## src/rtl/core/crl_pkg.sv

```systemverilog
// Shared types and constants for the clipped line rasteriser core.
package crl_pkg;

    localparam int COORD_BITS    = 16;
    localparam int DIM_BITS      = 13;
    localparam int CFG_ADDR_BITS = 1;

    typedef enum logic {
        OP_LOAD = 1'b0,
        OP_STEP = 1'b1
    } op_t;

    typedef enum logic [CFG_ADDR_BITS-1:0] {
        CFG_SCREEN_WIDTH  = 1'b0,
        CFG_SCREEN_HEIGHT = 1'b1
    } cfg_reg_t;

    typedef enum logic {
        CTL_IDLE = 1'b0,
        CTL_HOLD = 1'b1
    } ctl_state_t;

    typedef struct packed {
        logic                         op;
        logic signed [COORD_BITS-1:0] x_start;
        logic signed [COORD_BITS-1:0] y_start;
        logic signed [COORD_BITS-1:0] x_end;
        logic signed [COORD_BITS-1:0] y_end;
    } in_item_t;

    typedef struct packed {
        logic signed [COORD_BITS-1:0] pixel_x;
        logic signed [COORD_BITS-1:0] pixel_y;
        logic                         visible;
        logic                         last;
    } out_item_t;

    typedef struct packed {
        logic load;
        logic step;
    } dp_cmd_t;

    typedef struct packed {
        logic line_active;
    } dp_status_t;

endpackage

```

## src/rtl/core/crl_ctrl.sv

```systemverilog
// Transfer controller: sequences loads and steps, owns the result valid.
module crl_ctrl (
    input  logic                aclk,
    input  logic                aresetn,
    input  logic                s_valid,
    input  logic                s_op,
    output logic                s_ready,
    output logic                m_valid,
    input  logic                m_ready,
    input  crl_pkg::dp_status_t status,
    output crl_pkg::dp_cmd_t    cmd
);

    crl_pkg::ctl_state_t state_reg;
    crl_pkg::ctl_state_t state_next;

    always_ff @(posedge aclk) begin
        if (!aresetn) begin
            state_reg <= crl_pkg::CTL_IDLE;
        end else begin
            state_reg <= state_next;
        end
    end

    always_comb begin
        state_next = state_reg;
        case (state_reg)
            crl_pkg::CTL_IDLE: begin
                if (cmd.step) begin
                    state_next = crl_pkg::CTL_HOLD;
                end
            end
            crl_pkg::CTL_HOLD: begin
                if (m_ready) begin
                    state_next = cmd.step ? crl_pkg::CTL_HOLD : crl_pkg::CTL_IDLE;
                end
            end
            default: begin
                state_next = crl_pkg::CTL_IDLE;
            end
        endcase
    end

    always_comb begin
        s_ready  = 1'b0;
        m_valid  = 1'b0;
        case (state_reg)
            crl_pkg::CTL_IDLE: begin
                s_ready = 1'b1;
            end
            crl_pkg::CTL_HOLD: begin
                s_ready = m_ready;
                m_valid = 1'b1;
            end
            default: begin
                s_ready = 1'b0;
            end
        endcase
        cmd.load = s_valid && s_ready && (s_op == crl_pkg::OP_LOAD);
        cmd.step = s_valid && s_ready && (s_op == crl_pkg::OP_STEP) && status.line_active;
    end

endmodule

```

## src/rtl/core/crl_datapath.sv

```systemverilog
// Line datapath: endpoint set-up, incremental quotient, clipping and result register.
module crl_datapath (
    input  logic                                 aclk,
    input  logic                                 aresetn,
    input  logic                                 cfg_wr_en,
    input  logic [crl_pkg::CFG_ADDR_BITS-1:0]    cfg_addr,
    input  logic [crl_pkg::DIM_BITS-1:0]         cfg_wdata,
    input  crl_pkg::in_item_t                    item,
    input  crl_pkg::dp_cmd_t                     cmd,
    output crl_pkg::dp_status_t                  status,
    output crl_pkg::out_item_t                   result
);

    localparam int CB = crl_pkg::COORD_BITS;
    localparam int DW = CB + 1;
    localparam int PW = CB + 2;
    localparam int DB = crl_pkg::DIM_BITS;

    logic [DB-1:0]        width_reg;
    logic [DB-1:0]        height_reg;
    logic                 line_active_reg;
    logic [CB-1:0]        origin_x_reg;
    logic [CB-1:0]        origin_y_reg;
    logic                 y_major_reg;
    logic                 major_neg_reg;
    logic                 minor_neg_reg;
    logic [CB-1:0]        major_mag_reg;
    logic [CB-1:0]        minor_mag_reg;
    logic [CB-1:0]        step_mag_reg;
    logic [CB-1:0]        quot_reg;
    logic [CB-1:0]        rem_reg;
    crl_pkg::out_item_t   result_reg;

    // set-up
    logic signed [DW-1:0] dx;
    logic signed [DW-1:0] dy;
    logic [DW-1:0]        dx_mag;
    logic [DW-1:0]        dy_mag;
    logic                 ld_y_major;
    logic [CB-1:0]        ld_major_mag;

    // stepping
    logic [PW-1:0]        quot_ext;
    logic [PW-1:0]        step_ext;
    logic [PW-1:0]        minor_off;
    logic [PW-1:0]        major_off;
    logic [PW-1:0]        px;
    logic [PW-1:0]        py;
    logic                 vis;
    logic [CB-1:0]        step_inc;
    logic                 fin;
    logic [CB:0]          rem_sum;
    logic [CB:0]          rem_diff;
    logic                 rem_wrap;

    always_comb begin
        dx = $signed({item.x_end[CB-1], item.x_end}) -
             $signed({item.x_start[CB-1], item.x_start});
        dy = $signed({item.y_end[CB-1], item.y_end}) -
             $signed({item.y_start[CB-1], item.y_start});
        dx_mag = dx[DW-1] ? DW'(-dx) : DW'(dx);
        dy_mag = dy[DW-1] ? DW'(-dy) : DW'(dy);
        ld_y_major   = dy_mag > dx_mag;
        ld_major_mag = ld_y_major ? dy_mag[CB-1:0] : dx_mag[CB-1:0];
    end

    // minor offset = sign(minor) * floor(|i| * |minor| / |major|)
    always_comb begin
        quot_ext  = {2'b00, quot_reg};
        step_ext  = {2'b00, step_mag_reg};
        minor_off = minor_neg_reg ? PW'(-quot_ext) : quot_ext;
        major_off = major_neg_reg ? PW'(-step_ext) : step_ext;
        px = {{2{origin_x_reg[CB-1]}}, origin_x_reg} + (y_major_reg ? minor_off : major_off);
        py = {{2{origin_y_reg[CB-1]}}, origin_y_reg} + (y_major_reg ? major_off : minor_off);
        vis = !px[PW-1] && (px < {{(PW-DB){1'b0}}, width_reg}) &&
              !py[PW-1] && (py < {{(PW-DB){1'b0}}, height_reg});
        step_inc = step_mag_reg + CB'(1);
        fin      = step_inc == major_mag_reg;
        rem_sum  = {1'b0, rem_reg} + {1'b0, minor_mag_reg};
        rem_diff = rem_sum - {1'b0, major_mag_reg};
        rem_wrap = rem_sum >= {1'b0, major_mag_reg};
    end

    always_ff @(posedge aclk) begin
        if (!aresetn) begin
            width_reg  <= '0;
            height_reg <= '0;
        end else if (cfg_wr_en) begin
            case (cfg_addr)
                crl_pkg::CFG_SCREEN_WIDTH:  width_reg  <= cfg_wdata;
                crl_pkg::CFG_SCREEN_HEIGHT: height_reg <= cfg_wdata;
                default: begin
                end
            endcase
        end
    end

    always_ff @(posedge aclk) begin
        if (!aresetn) begin
            line_active_reg <= 1'b0;
        end else if (cmd.load) begin
            line_active_reg <= ld_major_mag != '0;
        end else if (cmd.step && fin) begin
            line_active_reg <= 1'b0;
        end
    end

    always_ff @(posedge aclk) begin
        if (cmd.load) begin
            origin_x_reg  <= item.x_start;
            origin_y_reg  <= item.y_start;
            y_major_reg   <= ld_y_major;
            major_neg_reg <= ld_y_major ? dy[DW-1] : dx[DW-1];
            minor_neg_reg <= ld_y_major ? dx[DW-1] : dy[DW-1];
            major_mag_reg <= ld_major_mag;
            minor_mag_reg <= ld_y_major ? dx_mag[CB-1:0] : dy_mag[CB-1:0];
            step_mag_reg  <= '0;
            quot_reg      <= '0;
            rem_reg       <= '0;
        end else if (cmd.step) begin
            step_mag_reg <= step_inc;
            quot_reg     <= rem_wrap ? quot_reg + CB'(1) : quot_reg;
            rem_reg      <= rem_wrap ? rem_diff[CB-1:0] : rem_sum[CB-1:0];
        end
    end

    always_ff @(posedge aclk) begin
        if (cmd.step) begin
            result_reg.pixel_x <= px[CB-1:0];
            result_reg.pixel_y <= py[CB-1:0];
            result_reg.visible <= vis;
            result_reg.last    <= fin;
        end
    end

    assign status.line_active = line_active_reg;
    assign result             = result_reg;

endmodule

```

## src/rtl/core/clipped_line_rasterizer_core.sv

```systemverilog
// Top level of the clipped line rasteriser core.
//
//   channel   ports                            direction  carries
//   s_        s_valid s_ready s_payload        in         load or step item
//   m_        m_valid m_ready m_payload        out        one pixel per step on a live line
//   cfg_      cfg_wr_en cfg_addr cfg_wdata     in         screen width / height
//
// One item per cycle while no result is stalled: a step is resolved by the running
// quotient/remainder update (one add, compare and subtract) into the result register.
// A new item is taken while a held result is being drained in the same cycle.
// Reset (aresetn low at a clock edge) clears the screen size and drops any line.
// A stalled result holds s_ready low until m_ready is seen.
module clipped_line_rasterizer_core (
    input  logic                              aclk,
    input  logic                              aresetn,
    input  logic                              s_valid,
    output logic                              s_ready,
    input  crl_pkg::in_item_t                 s_payload,
    output logic                              m_valid,
    input  logic                              m_ready,
    output crl_pkg::out_item_t                m_payload,
    input  logic                              cfg_wr_en,
    input  logic [crl_pkg::CFG_ADDR_BITS-1:0] cfg_addr,
    input  logic [crl_pkg::DIM_BITS-1:0]      cfg_wdata
);

    crl_pkg::dp_cmd_t    cmd;
    crl_pkg::dp_status_t status;

    crl_ctrl u_ctrl (
        .aclk    (aclk),
        .aresetn (aresetn),
        .s_valid (s_valid),
        .s_op    (s_payload.op),
        .s_ready (s_ready),
        .m_valid (m_valid),
        .m_ready (m_ready),
        .status  (status),
        .cmd     (cmd)
    );

    crl_datapath u_datapath (
        .aclk      (aclk),
        .aresetn   (aresetn),
        .cfg_wr_en (cfg_wr_en),
        .cfg_addr  (cfg_addr),
        .cfg_wdata (cfg_wdata),
        .item      (s_payload),
        .cmd       (cmd),
        .status    (status),
        .result    (m_payload)
    );

endmodule

```

## config.mk

```make
export PLATFORM = sky130hd
export DESIGN_NAME = clipped_line_rasterizer_core
export DESIGN_NICKNAME = d
export VERILOG_FILES = /design/src/rtl/core/crl_pkg.sv /design/src/rtl/core/crl_ctrl.sv /design/src/rtl/core/crl_datapath.sv /design/src/rtl/core/clipped_line_rasterizer_core.sv
export SDC_FILE = /design/constraint.sdc
export NUM_CORES = 1
export LEC_CHECK = 0
export BUFFER_PORTS_ARGS = -buffer_cell sky130_fd_sc_hd__buf_2
export CAP_MARGIN = 15
export CORE_MARGIN = 2
export CORE_UTILIZATION = 62
export DETAILED_ROUTE_END_ITERATION = 7
export PLACE_DENSITY = 0.85
export SYNTH_ARGS = -nofsm -noshare
export SYNTH_HDL_FRONTEND = slang
export SYNTH_SLANG_ARGS = --single-unit
```

## constraint.sdc

```tcl
create_clock -name aclk -period 9.8 [get_ports aclk]
set_input_delay 2.45 -clock aclk [delete_from_list [all_inputs] [get_ports aclk]]
set_output_delay 2.45 -clock aclk [all_outputs]
set_load 0.01 [all_outputs]
```

Yosys cells after proc, flatten, opt, wreduce, memory -nomap -nowiden

Cells that the tools add are included.

Bits in registers: 177
Input bits: 84
Output and inout bits: 36
Logic and storage cells: 71

Add/subtract/negate cells: 12
Magnitude comparators: 4
Equality and inequality tests: 1
Multiplexer cells: 18
Bitwise logic cells: 3
Reduce and logical (&&, ||, !) cells: 15

Operators with widths:

| kind                  | count |
|---|---|
| $mux 18               | 4 |
| $mux 16               | 3 |
| $add 18x18->18        | 2 |
| $lt 18x13->1          | 2 |
| $neg 16->18           | 2 |
| $mux 17               | 2 |
| $neg 17->17           | 2 |
| $sub 16x16->17        | 2 |
| $add 16x1->16 const B | 2 |
| $add 16x16->17        | 1 |
| $ge 17x16->1          | 1 |
| $gt 17x17->1          | 1 |
| $eq 16x16->1          | 1 |
| $reduce_bool 16->1    | 1 |
| $sub 16x16->16        | 1 |
| $logic_and 1x1->1     | 8 |
| $mux 1                | 7 |
| $reduce_and 2->1      | 3 |
| $pmux 1 s2            | 2 |
| $not 1->1             | 3 |
| $logic_not 1->1       | 2 |
| $reduce_bool 2->1     | 1 |

Longest topological paths before layout

Gate-level depths: netlist (run 1).

Word-level depth: 8
Gate-level depth with buffers: 26
Mapped depth without buffers: 26

Modules after synthesis

A second synthesis (run 1) with hierarchy kept.

Cells, all modules: 1671
Area total of the unflattened synthesis: 14686.6 um2

By module, submodules not included:

| module       | instances | cells each | area each (um2) | seq. area each (um2) |
|---|---|---|---|---|
| crl_datapath | 1         | 1664       | 14621.5         | 4534.3 |
| crl_ctrl     | 1         | 7          | 65.1            | 20.0 |

Least setup slack after synthesis (run 1)

No wires, ideal clock.

Path kind: in2reg
Start: input s_payload[0] (netlist name)
End: register u_datapath.line_active_reg (netlist: u_datapath.status)
Library setup time: 0.127 ns
Arrival: 7.543 ns
Data required time: 9.673 ns
Path slack: 2.130 ns
Stages: 25
Buffers on the path: 1
Cells stage by stage: inv_1 > ha_1 > inv_1 > fa_1 > a211oi_2 > or4_1 > o2111ai_1 > or4_1 > nor4_2 > nand2_1 > o31a_1 > xor2_1 > inv_1 > ha_1 > a21o_1 > a21o_1 > a21oi_1 > nand3_1 > o21a_1 > clkinv_1 > buf_1 > mux2i_1 > or3_1 > nor4_1 > a31oi_1

Longest elaborated chain between the ends: 7

RTL lines:

| item                                 | line                               | text |
|---|---|---|
| from (decl)                          | clipped_line_rasterizer_core.sv:18 | `input crl_pkg::in_item_t s_payload,` |
| $sub 16x16->17 (*)                   | crl_datapath.sv:59                 | `dy = $signed({item.y_end[CB-1], item.y_end}) -` |
| $neg 17->17                          | crl_datapath.sv:62                 | `dy_mag = dy[DW-1] ? DW'(-dy) : DW'(dy);` |
| $mux 17 (*)                          | crl_datapath.sv:62                 |  |
| $gt 17x17->1                         | crl_datapath.sv:63                 | `ld_y_major = dy_mag > dx_mag;` |
| $mux 16 (*)                          | crl_datapath.sv:64                 | `ld_major_mag = ld_y_major ? dy_mag[CB-1:0] : dx_mag[CB-1:0];` |
| named net u_datapath.ld_major_mag[2] | crl_datapath.sv:40                 | `logic [CB-1:0] ld_major_mag;` |
| $reduce_bool 16->1 (*)               | crl_datapath.sv:102                | `line_active_reg <= ld_major_mag != '0;` |
| $mux 1 (*)                           | crl_datapath.sv:101                | `end else if (cmd.load) begin` |
| to (signal assigned)                 | crl_datapath.sv:100                | `line_active_reg <= 1'b0;` |
| to (signal assigned)                 | crl_datapath.sv:102                |  |
| to (signal assigned)                 | crl_datapath.sv:104                | `line_active_reg <= 1'b0;` |
| to (decl)                            | crl_datapath.sv:21                 | `logic line_active_reg;` |

The timed path passes the listed nets; every way through them passes the cells marked *.
A chain may end at the register's enable or synchronous reset.

Worst setup path after layout (run 1)

Ends and elaborated chain as after synthesis.

==> results.py, run 1 <==
metrics = {
    "run_status": {
        "outcome": "completed",
    },
    "global_route": {
        "grt_max_degree": 74,
        "overflow": 0,
        "antenna_found_initial": 9,
        "grt_use_total": 0.319,
        "grt_pass1_vias": 12200,
        "grt_pass1_wl_um": 61200,
    },
    "critical_path": {
        "cp-end-kind": "flop",
        "crit_fanout": 31,
        "cpLargestDelayFamily": "simple AND/OR/NAND/NOR gates",
        "slowest_stage": "clkinv_1",
        "reg2reg_depth": 24,
        "path_depth": 27,
        "slowest_delay_ps": 700,
        "critPathBufInv": 6,
        "start_kind": "input pin",
        "cpMostUsedCell": "inv_1",
        "cp_data_required_time_ps": 10120,
        "crit_type": "input pin to flop",
        "arrival_ps": 8920,
    },
    "floorplan": {
        "fp.dieW_um": 157,
        "start_util": 0.635,
        "rows": 55,
        "dieArea_um2": 24600,
        "chipHeight_um": 157,
        "core_um2": 22800,
        "ios": 120,
    },
    "drt": {
        "drt_first_iter_violations": 1329,
        "wl_per_cell_um": 18.8,
        "post-route-drc-count": 0,
        "vias": 12900,
        "drt-pass1-iter-count": 5,
        "vias_per_cell": 6.19,
        "drt-total-wl_um": 39200,
        "antenna_left": 0,
    },
    "hold_path": {
        "hold_path_class": "flop to flop",
        "min_path_cells": 2,
    },
    "power_and_ir_drop": {
        "sequentialPowerShare": 0.274,
        "internal-power_uw": 2040,
        "power_density_nw_per_um2": 225,
        "power.share.clock": 0.200,
        "p_leak_uw": 0.00678,
        "switching_power_uw": 1540,
        "p_comb_frac": 0.526,
        "netSwitchingFraction": 0.430,
        "vdd_drop_max_uv": 161,
    },
    "placement": {
        "dpl.hpwl_um": 30300,
        "dpl_cell_area_um2": 15200,
        "gp_congestion": 0.972,
        "io_buffer_count": 119,
    },
    "synth": {
        "synth_edf_count": 101,
        "ys_warn_count": 0,
        "mappedNetlistArea_um2": 14500,
        "syn_nets": 1905,
        "ys_ff_latch": 177,
        "synthArstFlopShare": 0,
        "ys.flop_type": "edfxtp_1",
        "synthCells": 1670,
        "seq_area_frac_synth": 0.315,
        "syn_avg_cell_area_um2": 8.66,
        "ys_types": 81,
    },
    "clock_network": {
        "cts_num_sinks": 177,
        "cts_max_level": 4,
        "postCtsHoldBufs": 0,
        "post-cts-setup-buffers": 0,
        "cts_root_buf": "clkbuf_16",
        "cts_tree": "built",
        "path_clk_slew_ps": 70,
        "insertion_delay_ps": 450,
        "cts.repair.resized": 0,
        "clockBufferDepth": 2,
        "cts_made_buffers": 17,
    },
    "timing": {
        "whs_ps": 465,
        "slew-limit-headroom": 0.296,
        "post-route-min-period_ps": 8600,
        "final-hold-violation-count": 0,
        "maxClockFrequency_ghz": 0.116,
        "grt_setup_unrepaired": "false",
        "setup_tns_ps": 0,
        "worstMarginPinSlew_ps": 1040,
        "min_period_over_period": 0.877,
        "final_max_slew_viol_count": 0,
        "clock_skew_ps": 11.2,
        "setup_viol": 0,
    },
    "finish": {
        "area_growth_pct": 9.58,
        "largest_reg_flops": 34,
        "drive_gt1_frac": 0.106,
        "final_nets": 1992,
        "fill_cells": 1754,
        "final_area_um2": 15800,
    },
    "flow_run": {
        "cap_violations": 0,
    },
}
==> cells in the mapped netlist (all sizes together) (42+ instances only) <==
library cell,n,share of area
clkbuf,42,0.012
ha,145,0.13
inv,143,0.037
o21ai,107,0.037
dfxtp,76,0.11
a21oi,107,0.037
xor2,77,0.047
xnor2,86,0.052
nand2,164,0.043
edfxtp,101,0.21
mux2i,60,0.042
nor2,108,0.028
==> per-layer routing <==
layer  GRT usage  routed length [um]
met4       0.127                1420
met3      0.0651                3430
met5           0                  11
met1       0.404               16000
met2       0.533               18300
==> tightest hold or removal path: cells and delay by family (launching register included) <==
| family | cells | cell delay [ps] |
|---|---|---|
| DFF | 1 | 320 |
| and+or+nand+nor | 1 | 50 |
| AOI/OAI and AO/OA | 1 | 50 |
==> logic make-up (layout without fill, tap and decap cells) <==
logic type                 after synthesis  count (layout)  share of synthesized area
and+or+nand+nor                        500             500                      0.168
AOI/OAI and AO/OA                      416             416                      0.185
buffers and inverters                  201             301                     0.0563
DFF                                    177             177                      0.315
xor gates and xnor gates               163             163                     0.0988
adders and majority gates              151             151                      0.134
muxes                                   62              62                     0.0431
other                                    0               7                          0
==> metrics by stage <==
stage               total power (uW)  std cells  worst slack (ps)  utilization
floorplan                       2370       1670              2130            -
global placement                2750       2051               994        0.668
detailed placement              2810       2051               858        0.668
CTS                             3530       2083              1270        0.695
global route                    3790       2090               600        0.695
finish                          3570       2090              1200        0.695
==> cell type report <==
| type | instances | area [um^2] | area share |
|---|---|---|---|
| Multi-Input combinational cell | 1292 | 9090 | 0.574 |
| Sequential cell | 177 | 4550 | 0.288 |
| Timing Repair Buffer | 124 | 633 | 0.0400 |
| Inverter | 145 | 546 | 0.0344 |
| Clock buffer | 18 | 450 | 0.0284 |
| Tap cell | 313 | 392 | 0.0247 |
| Clock inverter | 14 | 161 | 0.0102 |
| Antenna cell | 7 | 17.5 | 0.00111 |
==> power groups by stage <==
stage	logic [uW]	registers [uW]	clock network, uW
after global placement	1760	990	0
after detailed placement	1820	993	0
after CTS	1840	976	712
after floorplan	1410	960	0
final	1880	979	714
after global routing	2060	985	742
==> path summary, 6_finish.rpt <==
check                                                             start  slack [ps]                             endpoint
worst max-delay path                                       s_payload[0]        1200       u_datapath.status$_SDFFE_PN0P_
worst min register to register      u_datapath.rem_reg[11]$_SDFFE_PP0P_         470  u_datapath.rem_reg[11]$_SDFFE_PP0P_
worst min-delay path                u_datapath.rem_reg[11]$_SDFFE_PP0P_         470  u_datapath.rem_reg[11]$_SDFFE_PP0P_
worst max register to register  u_datapath.step_mag_reg[0]$_SDFFE_PP0P_        3980       u_datapath.result[1]$_DFFE_PP_
==> layout by cell type, fill, tap and decap left out, types with 15 or more instances in the layout <==
master and n:
inv_1 141, nor3_1 38, or3_1 16, mux2i_1 60
xor2_1 77, nor2_1 108, buf_2 119, o31ai_1 15
a21o_1 25, a21oi_1 107, o21a_1 23, nand3_1 31
nand2_1 164, ha_1 145, dfxtp_1 76, o21ai_0 105
a21boi_0 32, nand4_1 23, a31oi_1 16, nor2b_1 20
clkbuf_16 18, nand2b_1 15, xnor2_1 86, edfxtp_1 101
(Power assumes the default switching activity.)
==> run 2, diff against run 1 <==
CELL_PAD_IN_SITES_DETAIL_PLACEMENT = 1   (was unset)
CELL_PAD_IN_SITES_GLOBAL_PLACEMENT = 2   (was unset)
CORE_UTILIZATION = 38   (was 62)
==> results.py, run 2 (same netlist as run 1, synthesis figures left out) <==
metrics = {
    "clock_network": {
        "postCtsHoldBufs": 0,
        "clockBufferDepth": 2,
        "post-cts-setup-buffers": 0,
        "cts_tree": "built",
        "cts_root_buf": "clkbuf_16",
        "cts_max_level": 4,
        "cts.repair.resized": 0,
        "insertion_delay_ps": 460,
        "cts_num_sinks": 177,
        "cts_made_buffers": 17,
        "path_clk_slew_ps": 70,
    },
    "critical_path": {
        "critPathBufInv": 6,
        "arrival_ps": 8550,
        "slowest_stage": "or4_1",
        "cp_data_required_time_ps": 10140,
        "cp-end-kind": "flop",
        "crit_type": "input pin to flop",
        "cpLargestDelayFamily": "simple AND/OR/NAND/NOR gates",
        "slowest_delay_ps": 650,
        "cpMostUsedCell": "inv_1",
        "crit_fanout": 24,
        "start_kind": "input pin",
    },
    "finish": {
        "final_nets": 1994,
        "layout_common_cells": "164 x nand2_1, 145 x ha_1, 141 x inv_1",
        "fill_cells": 4489,
        "largest_reg_flops": 34,
        "drive_gt1_frac": 0.106,
        "layout_commonest_cell": "nand2_1",
        "area_growth_pct": 10.9,
        "final_area_um2": 16000,
    },
    "floorplan": {
        "core_um2": 37600,
        "rows": 71,
        "fp.dieW_um": 199,
        "ios": 120,
        "start_util": 0.385,
        "chipHeight_um": 199,
        "dieArea_um2": 39600,
    },
    "timing": {
        "clock_skew_ps": 14.9,
        "final-hold-violation-count": 0,
        "slew-limit-headroom": 0.260,
        "min_period_over_period": 0.838,
        "grt_setup_unrepaired": "false",
        "final_max_slew_viol_count": 0,
        "setup_viol": 0,
        "maxClockFrequency_ghz": 0.122,
        "setup_tns_ps": 0,
        "post-route-min-period_ps": 8210,
        "worstMarginPinSlew_ps": 1110,
    },
    "drt": {
        "antenna_left": 0,
        "vias": 12500,
        "wl_per_cell_um": 20.2,
        "post-route-drc-count": 0,
        "drt-total-wl_um": 46300,
        "drt-pass1-iter-count": 5,
        "drt_first_iter_violations": 722,
        "vias_per_cell": 5.48,
    },
    "flow_run": {
        "cap_violations": 0,
    },
    "global_route": {
        "grt_pass1_wl_um": 72900,
        "antenna_found_initial": 3,
        "grt_use_total": 0.241,
        "grt_pass1_vias": 13000,
        "overflow": 0,
        "grt_max_degree": 72,
    },
    "placement": {
        "dpl.hpwl_um": 37400,
        "io_buffer_count": 119,
        "dpl_cell_area_um2": 15500,
        "gp_congestion": 0.904,
    },
    "hold_path": {
        "hold_path_class": "flop to flop",
    },
    "run_status": {
        "outcome": "completed",
    },
    "power_and_ir_drop": {
        "power_density_nw_per_um2": 223,
        "p_leak_uw": 0.00675,
        "vdd_drop_max_uv": 157,
    },
}
run 2: changes by cell type in the layout (fill, tap and decap cells not counted), moves of 2 or more:
cell and change:
buf_4 +2, clkbuf_1 +2, clkinv_4 +2, clkinv_8 -2, clkinvlp_4 +2, diode_2 -4, inv_8 -2
run 2: where the power goes:
| part | internal [uW] | leakage [uW] | switching [uW] |
|---|---|---|---|
| combinational | 745 | 0.00494 | 1180 |
| sequential | 916 | 0.00156 | 65.7 |
| clock | 337 | 0.000258 | 331 |
run 2: per-stage QoR:
step / setup WS, ps / std cells / hold WS (ps) / power (uW) / utilization
after global placement: 1240 / 2251 / 445 / 2850 / 0.412
after floorplan: 2130 / 1670 / 432 / 2370 / -
final: 1590 / 2286 / 468 / 3580 / 0.426
after detailed placement: 1080 / 2251 / 462 / 2910 / 0.412
after CTS: 1550 / 2283 / 471 / 3590 / 0.426
after global routing: 814 / 2286 / 481 / 3850 / 0.426
run 2: final cells by class:
| cell class | instances | area [um^2] | area share |
|---|---|---|---|
| flip-flops and latches | 177 | 4550 | 0.284 |
| well taps | 511 | 639 | 0.0399 |
| clock buffers | 20 | 447 | 0.0279 |
| clock inverters | 12 | 98.8 | 0.00617 |
| inverters | 145 | 546 | 0.0340 |
| repair buffers | 126 | 648 | 0.0404 |
| diodes | 3 | 7.51 | 0.000468 |
| multi-input cells | 1292 | 9090 | 0.567 |
run 2: path summary, 6_finish.rpt:
| path | from | end | slack [ps] | cells after the start |
|---|---|---|---|---|
| max reg2reg | u_datapath.minor_mag_reg[0]$_DFFE_PP_ | u_datapath.quot_reg[9]$_SDFFE_PP0P_ | 3910 | 18 |
| min | u_datapath.width_reg[1]$_SDFFE_PN0P_ | u_datapath.width_reg[1]$_SDFFE_PN0P_ | 470 | 2 |
| max | s_payload[0] | u_datapath.status$_SDFFE_PN0P_ | 1590 | 27 |
| min reg2reg | u_datapath.width_reg[1]$_SDFFE_PN0P_ | u_datapath.width_reg[1]$_SDFFE_PN0P_ | 470 | 2 |
run 2: layer usage:
| metal | track usage | routed length (um) | vias up |
|---|---|---|---|
| met2 | 0.412 | 22000 | 199 |
| met1 | 0.319 | 21900 | 6111 |
| li1 | - | - | 6163 |
| met5 | 0 | 0 | - |
| met4 | 0.0666 | 928 | 0 |
| met3 | 0.0322 | 1490 | 47 |
run 2: worst min-delay path, delay by kind of cell (launching register included):
kind	cells	cell delay (ps)
AOI/OAI and AO/OA	1	60
DFF	1	310
and+or+nand+nor	1	50
